[config.mk]
export PLATFORM = sky130hd
export DESIGN_NAME = indexed_list_engine_core
export DESIGN_NICKNAME = d
export VERILOG_FILES = /design/src/design/ile_pkg.sv /design/src/design/ile_cell.sv /design/src/design/ile_ctrl.sv /design/src/design/indexed_list_engine_core.sv
export SDC_FILE = /design/constraint.sdc
export NUM_CORES = 1
export LEC_CHECK = 0
export BUFFER_PORTS_ARGS = -buffer_cell sky130_fd_sc_hd__clkbuf_2
export CORE_UTILIZATION = 64
export CTS_CLUSTER_DIAMETER = 50
export DETAILED_ROUTE_END_ITERATION = 12
export GPL_ROUTABILITY_DRIVEN = 0
export MAX_ROUTING_LAYER = met4
export PLACE_DENSITY_LB_ADDON = 0.3
export SLEW_MARGIN = 20
export SYNTH_ARGS = -nofsm -noshare
export SYNTH_HDL_FRONTEND = slang
export SYNTH_HIERARCHICAL = 1
export SYNTH_SLANG_ARGS = --single-unit
export TNS_END_PERCENT = 10
[constraint.sdc]
create_clock -name aclk -period 7.27 [get_ports aclk]
set_clock_uncertainty 0.15 [all_clocks]
set_input_delay 0.3635 -clock aclk [delete_from_list [all_inputs] [get_ports aclk]]
set_output_delay 0.3635 -clock aclk [all_outputs]
set_load 0.05 [all_outputs]
[src/design/ile_pkg.sv]
// ----------------------------------------------------------------------------
// ile_pkg: shared types and constants of the indexed list engine
// Holds the list depth, the word layouts of both channels, the opcode and
// status codes, and the command broadcast from the control to the cell row.
// ----------------------------------------------------------------------------
package ile_pkg;

    // list depth and derived widths
    localparam int CAPACITY = 16;
    localparam int CNT_W    = $clog2(CAPACITY + 1);
    localparam int IDX_W    = (CAPACITY > 1) ? $clog2(CAPACITY) : 1;
    localparam int POS_W    = 5;
    localparam int OPC_W    = 3;
    localparam int ENTRY_W  = 5;
    localparam int DATA_W   = 32;
    localparam int CMP_W    = (CNT_W > POS_W) ? CNT_W : POS_W;

    typedef logic signed [DATA_W-1:0] data_t;

    typedef enum logic [OPC_W-1:0] {
        OP_APPEND     = 3'd0,
        OP_INSERT     = 3'd1,
        OP_REMOVE     = 3'd2,
        OP_REMOVE_END = 3'd3,
        OP_READ       = 3'd4
    } op_t;

    typedef enum logic [1:0] {
        ST_OK     = 2'd0,
        ST_EMPTY  = 2'd1,
        ST_BADPOS = 2'd2,
        ST_FULL   = 2'd3
    } status_t;

    // input word
    typedef struct packed {
        logic [OPC_W-1:0] opcode;
        logic [POS_W-1:0] position;
        data_t            item_value;
    } in_word_t;

    // result word
    typedef struct packed {
        data_t              read_value;
        status_t            status;
        logic [ENTRY_W-1:0] entry_count;
        logic               is_empty;
    } out_word_t;

    // command seen by every cell in the same cycle
    typedef struct packed {
        logic             shift_up;
        logic             shift_down;
        logic             write;
        logic [CMP_W-1:0] pos;
        data_t            value;
    } cell_cmd_t;

endpackage

[src/design/ile_cell.sv]
// ----------------------------------------------------------------------------
// ile_cell: one list slot
// Holds a single entry and, on a broadcast command, takes the value of its
// lower or upper neighbour, loads the new value, or keeps what it has.
// ----------------------------------------------------------------------------
module ile_cell
    import ile_pkg::*;
(
    input  logic             aclk,
    input  cell_cmd_t        cmd,
    input  logic [CMP_W-1:0] cell_idx,
    input  data_t            lower,
    input  data_t            upper,
    output data_t            value
);

    data_t value_reg;
    data_t value_next;

    // slot update: open a gap, fill it, or close one
    always_comb begin
        value_next = value_reg;
        if (cmd.shift_up && (cell_idx > cmd.pos)) begin
            value_next = lower;
        end else if (cmd.write && (cell_idx == cmd.pos)) begin
            value_next = cmd.value;
        end else if (cmd.shift_down && (cell_idx >= cmd.pos)) begin
            value_next = upper;
        end
    end

    always_ff @(posedge aclk) begin
        value_reg <= value_next;
    end

    assign value = value_reg;

endmodule

[src/design/ile_ctrl.sv]
// ----------------------------------------------------------------------------
// ile_ctrl: opcode decode, entry count and result register
// Checks each word against the count, drives the cell row command, picks
// the read entry and holds the result word until the sink takes it.
// ----------------------------------------------------------------------------
module ile_ctrl
    import ile_pkg::*;
(
    input  logic      aclk,
    input  logic      aresetn,
    input  logic      s_valid,
    output logic      s_ready,
    input  in_word_t  s_data,
    output logic      m_valid,
    input  logic      m_ready,
    output out_word_t m_data,
    input  data_t     entries [CAPACITY],
    output cell_cmd_t cmd
);

    logic [CNT_W-1:0] count_reg;
    logic [CNT_W-1:0] count_next;
    logic             m_valid_reg;
    logic             m_valid_next;
    out_word_t        m_data_reg;
    out_word_t        m_data_next;

    logic             accept;
    logic             full;
    logic             empty;
    logic [CMP_W-1:0] pos_ext;
    logic [CMP_W-1:0] count_ext;
    logic [CMP_W-1:0] count_dec;
    logic             rd_ok;
    status_t          status_c;
    cell_cmd_t        cmd_c;
    data_t            rd_value;

    // no word is taken while in reset
    assign s_ready   = aresetn && (!m_valid_reg || m_ready);
    assign accept    = s_valid && s_ready;
    assign full      = (count_reg == CNT_W'(CAPACITY));
    assign empty     = (count_reg == '0);
    assign pos_ext   = CMP_W'(s_data.position);
    assign count_ext = CMP_W'(count_reg);
    assign count_dec = count_ext - CMP_W'(1);

    // opcode decode against the current count
    always_comb begin
        cmd_c      = '0;
        cmd_c.value = s_data.item_value;
        status_c   = ST_OK;
        rd_ok      = 1'b0;
        count_next = count_reg;
        case (s_data.opcode)
            OP_APPEND: begin
                if (full) begin
                    status_c = ST_FULL;
                end else begin
                    cmd_c.write = 1'b1;
                    cmd_c.pos   = count_ext;
                    count_next  = count_reg + CNT_W'(1);
                end
            end
            OP_INSERT: begin
                if (full) begin
                    status_c = ST_FULL;
                end else if (pos_ext > count_ext) begin
                    status_c = ST_BADPOS;
                end else begin
                    cmd_c.shift_up = 1'b1;
                    cmd_c.write    = 1'b1;
                    cmd_c.pos      = pos_ext;
                    count_next     = count_reg + CNT_W'(1);
                end
            end
            OP_REMOVE: begin
                if (empty) begin
                    status_c = ST_EMPTY;
                end else if (pos_ext >= count_ext) begin
                    status_c = ST_BADPOS;
                end else begin
                    cmd_c.shift_down = 1'b1;
                    cmd_c.pos        = pos_ext;
                    count_next       = count_reg - CNT_W'(1);
                end
            end
            OP_REMOVE_END: begin
                if (empty) begin
                    status_c = ST_EMPTY;
                end else begin
                    cmd_c.pos  = count_dec;
                    count_next = count_reg - CNT_W'(1);
                end
            end
            OP_READ: begin
                if (empty) begin
                    status_c = ST_EMPTY;
                end else if (pos_ext >= count_ext) begin
                    status_c = ST_BADPOS;
                end else begin
                    rd_ok = 1'b1;
                end
            end
            default: begin
                status_c = ST_BADPOS;
            end
        endcase
    end

    // cells only move on an accepted word
    always_comb begin
        cmd            = cmd_c;
        cmd.shift_up   = cmd_c.shift_up && accept;
        cmd.shift_down = cmd_c.shift_down && accept;
        cmd.write      = cmd_c.write && accept;
    end

    // read selection over the cell row
    assign rd_value = rd_ok ? entries[pos_ext[IDX_W-1:0]] : '0;

    // result word
    always_comb begin
        m_valid_next = m_valid_reg;
        m_data_next  = m_data_reg;
        if (accept) begin
            m_valid_next            = 1'b1;
            m_data_next.read_value  = rd_value;
            m_data_next.status      = status_c;
            m_data_next.entry_count = ENTRY_W'(count_next);
            m_data_next.is_empty    = (count_next == '0);
        end else if (m_ready) begin
            m_valid_next = 1'b0;
        end
    end

    always_ff @(posedge aclk) begin
        if (!aresetn) begin
            count_reg   <= '0;
            m_valid_reg <= 1'b0;
        end else begin
            if (accept) begin
                count_reg <= count_next;
            end
            m_valid_reg <= m_valid_next;
        end
    end

    always_ff @(posedge aclk) begin
        m_data_reg <= m_data_next;
    end

    assign m_valid = m_valid_reg;
    assign m_data  = m_data_reg;

endmodule

[src/design/indexed_list_engine_core.sv]
// ----------------------------------------------------------------------------
// indexed_list_engine_core: ordered list of signed 32-bit values
// Append, insert, remove, remove-last and read on a list held in a row of
// cells, one result word for every input word.
// ----------------------------------------------------------------------------
// The engine returns the result word for an accepted word in the cycle after
// acceptance, held in an output register. While that result waits for the
// sink the input is held off; a new word is taken in the same cycle as the
// waiting result leaves, so with the sink ready throughput is one word per
// cycle: every slot of the list is a cell that moves to or from its
// neighbour together with all the others, so an insert or remove shifts the
// whole list at once. No word is taken during reset. Entries are undefined
// after reset and are only ever read below the current count.
module indexed_list_engine_core
    import ile_pkg::*;
(
    input  logic      aclk,
    input  logic      aresetn,
    input  logic      s_valid,
    output logic      s_ready,
    input  in_word_t  s_data,
    output logic      m_valid,
    input  logic      m_ready,
    output out_word_t m_data
);

    cell_cmd_t cmd;
    data_t     entries [CAPACITY];

    ile_ctrl u_ctrl (
        .aclk    (aclk),
        .aresetn (aresetn),
        .s_valid (s_valid),
        .s_ready (s_ready),
        .s_data  (s_data),
        .m_valid (m_valid),
        .m_ready (m_ready),
        .m_data  (m_data),
        .entries (entries),
        .cmd     (cmd)
    );

    // row of slots, each wired to both neighbours
    for (genvar i = 0; i < CAPACITY; i++) begin : g_cell
        data_t lower_w;
        data_t upper_w;

        if (i == 0) begin : g_head
            assign lower_w = '0;
        end else begin : g_lower
            assign lower_w = entries[i-1];
        end

        if (i == CAPACITY - 1) begin : g_tail
            assign upper_w = '0;
        end else begin : g_upper
            assign upper_w = entries[i+1];
        end

        ile_cell u_cell (
            .aclk     (aclk),
            .cmd      (cmd),
            .cell_idx (CMP_W'(i)),
            .lower    (lower_w),
            .upper    (upper_w),
            .value    (entries[i])
        );
    end

endmodule

==> results.md, run 1 <==
* Placed cell count at 3398
* Drt drc at 0
* # resized after CTS at 0
* Post-DP Area at 38860 µm²
* PortBufs at 85
* Clock Power Share at 0.464
* DRT Pass-1 Iters at 5
* RSZ-0062 raised after global routing: false
* Metal3 WL at 12530 µm
* Total power at 7.914 mW
* Top sig layer: met4
* Crit Reg-Reg Endpoint: g_cell[8].u_cell/value[22]
* GRT Total Usage at 0.3699
* Initial antenna violation count at 4
* Nets at 2843
* Vias/cell at 6.917
* Slew Limit Fails at 0
* Min Tclk post-route at 6305 ps
* Cell Area, Synth at 37520 µm²
* Largest net degree at the start of global routing at 51
* Maximum fanout along the worst path at 22
* CTS max path bufs at 3
* Routed WL per cell at 30.05 µm
* Multi-input logic area at 19630 µm²
* Die Width at 244.1 µm
* Maxcap violations at 0
* CTS buffer count at 72
* Die ar. at 59600 µm²
* Syn Inst Count at 2508
* Peak Freq at 158.6 MHz
* Pre-CTS WS at 1225 ps
* Peak per-stage delay on the critical path at 760 ps
* VDD IR max at 0.1702 mV
* Remaining antenna violation count at 0
* Final Worst Setup Slack at 964.6 ps
* Global route overflow at 0
* CTS tree: built
* Worst Reg2Reg Path Length in Cells at 17
* Fill cells at 3700
* Initial Util at 0.6491
* CTS H-Tree Depth at 3
* Worst Hold Class: primary input to register
* Final Cell Area at 41330 µm²
* Hold Slack at 199.8 ps
* Via Count at 24465
* Vias in the first global route at 25115
* Flop2flop setup slack at 960 ps
* Met2 wire len at 48800 µm
* Non-filler instance count after layout at 3537
* Met1 wire length at 41130 µm
* HPWL after DPL at 64350 µm
* Relative slew slack at 0.2078
* Final setup vio count at 0
* Die Y at 244.1 µm
* Async S/R FF share, synth at 0
* YS warnings at 6
* Largest register FFs at 512
* Layout area overhead at 10.16%
* Worst path slowest cell: nor3_4
* Leak at 14.40 nW
* Part of the cycle the worst path needs at 0.8673
* Register area at 16700 µm²
* Power per cell area at 191.5 nW/µm²
* FF-to-FF Start: u_ctrl/count_ext[2]
* Average cell area after synthesis at 14.96 µm²
* Sequential fraction of the synthesis area at 0.4449
* Core Footprint at 57810 µm²
* Netlist cell types at 61
* Num rows at 88
* Pint at 6.024 mW
* CP arrival at 6450 ps
* I/O pins at 86
* P_sw at 1.890 mW
* Crit. End Element: register
* Fin Setup TNS at 0 ps
* Share of cells above drive strength 1 at 0.4285
* Iteration-0 DRC Markers at 2992
* Critical Path End: g_cell[8].u_cell/value[22]
* Crit path from: u_ctrl/count_ext[2]
* Startpoint type of the worst setup path: register
* Seq pwr share at 0.450
* Setup CP Type: register to register
* Clk_lat worst skew at 630 ps
* Clk root buf: clkbuf_16
* Sw Share at 0.2388
* Worst path required time at 7410 ps
* #FFs+latches synth at 558
* Number of flops mapped to enable cells by yosys at 552
* Outcome: finished clean
* # clock sinks at 558
* Hold Violations, Final at 0
* Post-CTS setup buffers at 0
* Global-route wire length before repair at 158900 µm
* Synth Flop Type: edfxtp_1
* CP cell instances: inv_1, ha_1, nand2_1, o21a_1, o21ai_1, o22ai_1, a222oi_1, nor2_1, buf_4, inv_1, ha_1, nand3_1, nor3_4, buf_4, nor3_1, a21oi_4, buf_12
* Comb pwr share at 0.086
* Core Util, Final at 0.7151
* Total Wirelength at 106300 µm
* Clock transition at path regs at 60 ps
* Hold_buf cts at 3
* Tightest Pin Transition at 1188 ps
## placed cells by master (no fill, tap or decap), types with 17 or more instances in the layout
master / count
a21oi_1: 31
buf_4: 64
clkbuf_16: 73
clkbuf_2: 82
conb_1: 144
edfxtp_1: 552
ha_1: 89
inv_1: 105
mux2_1: 362
mux2_2: 662
mux4_2: 160
nand2_1: 29
nand3_1: 35
nor2_1: 35
nor2b_1: 50
nor3_1: 20
nor3_4: 17
o21a_1: 19
## power groups by stage
stage | Combinational (mW) | Sequential [mW] | Clock (mW)
after global routing | 0.719 | 3.56 | 3.83
after global placement | 0.627 | 3.62 | 0
final | 0.680 | 3.56 | 3.67
after floorplan | 0.458 | 3.65 | 0
after CTS | 0.656 | 3.56 | 3.71
after detailed placement | 0.650 | 3.62 | 0
## synthesized netlist by cell type, types with 10 or more instances
cell,instances,area (µm²)
nor2b_1,50,312.8
buf_4,33,247.7
clkbuf_1,29,108.9
mux2_1,362,4076
nor2_1,35,131.4
or2_2,16,100.1
buf_6,96,1081
inv_1,106,397.9
edfxtp_1,552,16580
o2111a_1,10,112.6
nand3_1,35,175.2
nor3_1,21,105.1
mux4_2,160,3603
mux2_2,662,7455
buf_2,12,60.06
ha_1,89,1114
o21a_1,19,142.6
nand2_2,16,100.1
nor3_4,16,260.3
o21ai_4,16,260.3
nand2_1,29,108.9
a21oi_1,47,235.2
## metal layers
layer,vias up,GRT usage
li1,10136,-
met1,12426,0.4890
met2,1599,0.5621
met3,304,0.08439
met4,0,0.1327
met5,-,-
## how the worst min path moves through the flow
stage,slack (ps),to,cells past startpoint,from
floorplan,350,u_ctrl/m_valid,2,s_valid
detailed placement,340,u_ctrl/m_valid,2,u_ctrl/m_valid
global route,220,u_ctrl/m_data[7],3,s_data[37]
CTS,170,u_ctrl/m_data[7],3,s_data[37]
global placement,340,u_ctrl/m_valid,2,u_ctrl/m_valid
finish,200,u_ctrl/m_data[7],3,s_data[37]
## critical path, delay by kind of cell (launching register included)
| kind | cells | cell delay (ps) |
|---|---|---|
| AND/OR/NAND/NOR | 5 | 1310 |
| flip-flops | 1 | 620 |
| adder cells (fa/ha/maj) | 2 | 510 |
| buffers and inverters | 5 | 1300 |
| AO/OA/AOI/OAI | 5 | 2060 |
## cells by family (layout without fill, tap and decap cells)
group                      count (synthesis)  count (layout)  share of synthesized area
adders and majority gates                 89              89                    0.02968
muxes                                   1184            1184                     0.4033
buffers and inverters                    286             406                    0.05155
AOI/OAI and AO/OA                        147             147                    0.03134
DFF                                      558             558                     0.4449
other                                      2             146                  0.0002001
and+or+nand+nor                          242             242                    0.03895
## cell type report
type	count	area share
multi-input combinational	1806	0.4748
sequential	558	0.4039
clock buffer	88	0.04556
timing repair buffer	163	0.02909
tap	765	0.02316
clock inverter	46	0.01341
inverter	109	0.009929
antenna	2	0.0001211
Note: power is estimated with default switching activity, not from simulation.
==> run 2: changes to the inputs <==
--- a/config.mk
+++ b/config.mk
@@ -15,6 +15,5 @@
 export SLEW_MARGIN = 20
 export SYNTH_ARGS = -nofsm -noshare
 export SYNTH_HDL_FRONTEND = slang
-export SYNTH_HIERARCHICAL = 1
 export SYNTH_SLANG_ARGS = --single-unit
 export TNS_END_PERCENT = 10
==> run 2 against run 1 <==
  * Worst setup slack improved by 880 ps
  * Critical path depth decreased by 7
  * Design area decreased by 15%
  * Non-clock buffer count decreased by 17
  * Wire length decreased by 7.9%
  * Highest routed layer unchanged
  * Global-route usage increased by 3.0 points
==> results.md, run 2 <==
* Post-Syn Nets at 2786
* Power per cell area at 214.4 nW/µm² (+12%)
* Final Cell Area at 35100 µm² (-15%)
* Iteration-0 DRC Markers at 4030 (+35%)
* Most common cell after layout, fill and taps aside: edfxtp_1
* Num rows at 81 (-8.0%)
* Total Wirelength at 97910 µm (-7.9%)
* Hold Crit Depth at 3 (unchanged)
* Layout area overhead at 9.119%
* #FFs+latches synth at 558 (unchanged)
* Maximum fanout along the worst path at 25 (+14%)
* Peak per-stage delay on the critical path at 800 ps (+40 ps)
* Leak at 12.13 nW (-16%)
* Netlist cell types at 79 (+30%)
* GRT Total Usage at 0.3999 (+0.03005)
* Worst path required time at 7390 ps (-20 ps)
* Startpoint type of the worst setup path: register
* Min Tclk post-route at 5430 ps (-875.0 ps)
* Clk root buf: clkbuf_16
* Post-DP Area at 32970 µm² (-15%)
* Crit. End Element: register
* RSZ-0062 raised after global routing: false
* Fill cells at 3314 (-10%)
* Global route overflow at 0 (unchanged)
* Number of flops mapped to enable cells by yosys at 520 (-5.8%)
* Via Count at 25140 (+2.8%)
* Crit-path leading delay family: compound AO/OA/AOI/OAI gates
* Average cell area after synthesis at 11.77 µm² (-21%)
* P_sw at 1.818 mW (-3.8%)
* Post-synth top cells: 520 x edfxtp_1, 320 x mux2i_1, 302 x nand2_1, 300 x nor2_1, 178 x a21oi_1
* Remaining antenna violation count at 0 (unchanged)
* Vias in the first global route at 24574 (-2.2%)
* Initial Util at 0.6530 (+0.003866)
* Setup CP Type: register to register
* Cell Area, Synth at 32160 µm² (-14%)
* Async S/R FF share, synth at 0 (unchanged)
* CTS H-Tree Depth at 3 (unchanged)
* Die Y at 226.2 µm (-7.4%)
* Die ar. at 51160 µm² (-14%)
* Worst path depth at 10 (-7)
* Outcome: finished clean
* Die Width at 226.2 µm (-7.4%)
* YS warnings at 0 (-6)
* Peak Freq at 184.2 MHz (+16%)
* Hold Violations, Final at 0 (unchanged)
* CTS tree: built
* Share of cells above drive strength 1 at 0.1823 (-0.2462)
* Worst Hold Class: primary input to register
* Syn Inst Count at 2733 (+9.0%)
* Cell taking the most area after synthesis: edfxtp_1
* Initial antenna violation count at 3 (-1)
* Nets at 2746 (-3.4%)
* Maxcap violations at 0 (unchanged)
* Register area at 16380 µm² (-1.9%)
* Largest net degree at the start of global routing at 84 (+65%)
* Core Util, Final at 0.7125 (-0.002521)
* Comb pwr share at 0.081 (-0.005)
* Relative slew slack at 0.2157 (+0.007874)
* Vias/cell at 7.370 (+6.6%)
* CTS max path bufs at 3 (unchanged)
* Routed WL per cell at 28.71 µm (-4.5%)
* Global-route wire length before repair at 147800 µm (-7.0%)
* CTS buffer count at 67 (-6.9%)
* Final setup vio count at 0 (unchanged)
* HPWL after DPL at 55910 µm (-13%)
* I/O pins at 86 (unchanged)
* Placed cell count at 3285 (-3.3%)
* Tightest Pin Transition at 1172 ps (-15.96 ps)
* Clock Power Share at 0.433 (-0.031)
* # clock sinks at 558 (unchanged)
* CP Buf/Inv Count at 2 (-3)
* Multi-input logic area at 14810 µm² (-25%)
* Drt drc at 0 (unchanged)
* Sequential fraction of the synthesis area at 0.5091 (+0.06419)
* Largest register FFs at 512 (unchanged)
* Clock transition at path regs at 60 ps (about the same)
* CP cell instances: inv_1, ha_1, and3_1, a311o_1, a21oi_2, a31oi_2, nor3_1, nand2_2, o211ai_1, buf_4
* Part of the cycle the worst path needs at 0.7470 (-0.1204)
* Core Footprint at 49250 µm² (-15%)
* Fin Setup TNS at 0 ps (unchanged)
* Synth top area cells: edfxtp_1 49%, mux4_2 11%, mux2i_1 10%, nand2_1 3.5%, nor2_1 3.5%
* Total power at 7.524 mW (-4.9%)
* Seq pwr share at 0.486 (+0.036)
* Commonest non-fill, non-tap cells in the layout: 520 x edfxtp_1, 320 x mux2i_1, 298 x nor2_1
* Worst Reg2Reg Path Length in Cells at 10 (-7)
* Sw Share at 0.2416 (+0.002814)
* Synth Flop Type: edfxtp_1
* Most common cell in the synthesized netlist: edfxtp_1
* Non-filler instance count after layout at 3411 (-3.6%)
* DRT Pass-1 Iters at 7 (+2)
* PortBufs at 85 (unchanged)
* CP arrival at 5550 ps (-900 ps)
* Pint at 5.706 mW (-5.3%)
* Clk_lat worst skew at 610 ps (-20 ps)
* Worst path slowest cell: nand2_2
* Yosys top cell area share at 0.4855 (+0.04374)
* Post-CTS setup buffers at 0 (unchanged)
* VDD IR max at 0.1905 mV (+12%)
* Slew Limit Fails at 0 (unchanged)
run 2: cell count changes after synthesis, moves of 38 or more:
cell	delta
mux2_2	-630
mux2_1	-330
mux2i_1	+320
nand2_1	+273
nor2_1	+265
o21ai_1	+148
a21oi_1	+131
clkbuf_1	+118
inv_1	-90
buf_6	-88
ha_1	-80
a31oi_1	+50
buf_2	+38
run 2: cell families (layout without fill, tap and decap cells):
family,after synthesis,count (layout),share of synthesized area
AOI/OAI and AO/OA,578,578,0.1106
xor gates and xnor gates,2,2,0.0005447
adders and majority gates,9,9,0.003501
buffers and inverters,273,283,0.03754
DFF,558,558,0.5091
muxes,544,544,0.2340
other,0,4,0
and+or+nand+nor,769,769,0.1046
run 2: power by group through the flow:
stage	Sequential (mW)	Combinational [mW]	Clock, mW
6_report	3.66	0.609	3.26
5_1_grt	3.67	0.644	3.38
4_1_cts	3.65	0.597	3.26
3_5_place_dp	3.72	0.592	0
3_3_place_gp	3.71	0.571	0
2_1_floorplan	3.73	0.397	0
run 2: final cells by class:
cell class,instances,area share
antenna,4,0.0002852
clock buffer,90,0.05198
clock inverter,29,0.007451
inverter,18,0.001925
multi-input combinational,1902,0.4221
sequential,558,0.4666
tap,664,0.02367
timing repair buffer,146,0.02602
run 2: repair_timing:
| action | CTS | global route |
|---|---|---|
| hold buffers | 3 | 0 |
| hold endpoints to repair | 6 | 0 |
| setup endpoints to repair | 0 | 0 |
| gates resized for setup | 0 | 0 |
run 2: per-stage QoR:
step | hold WS (ps) | setup slack, ps
after floorplan | 288.9 | 1177
after global placement | 297.0 | 1804
after detailed placement | 309.9 | 1767
after CTS | 122.1 | 2035
after global routing | 183.0 | 1616
final | 141.9 | 1840
run 2: worst paths after layout:
path	start	endpoint	slack, ps
min reg2reg	g_cell[0].u_cell.value[21]	g_cell[0].u_cell.value[21]	320
max reg2reg	u_ctrl.count_ext[2]	g_cell[5].u_cell.value[19]	1840
min	s_data[22]	g_cell[0].u_cell.value[22]	140
max	u_ctrl.count_ext[2]	g_cell[5].u_cell.value[19]	1840
run 2: worst register-to-register path, cell delays in order (launching register included):
cell and delay, ps:
dfxtp_1 630, inv_1 210, ha_1 310, and3_1 210
a311o_1 390, a21oi_2 480, a31oi_2 500, nor3_1 620
nand2_2 800, o211ai_1 420, buf_4 390
run 2: routing by layer:
metal | global-route usage | vias to the layer above | share of wire
met5 | - | - | 0
met4 | 0.1794 | 0 | 0.053
met3 | 0.09524 | 418 | 0.15
met2 | 0.5999 | 2251 | 0.45
met1 | 0.5200 | 12152 | 0.35
li1 | - | 10319 | -
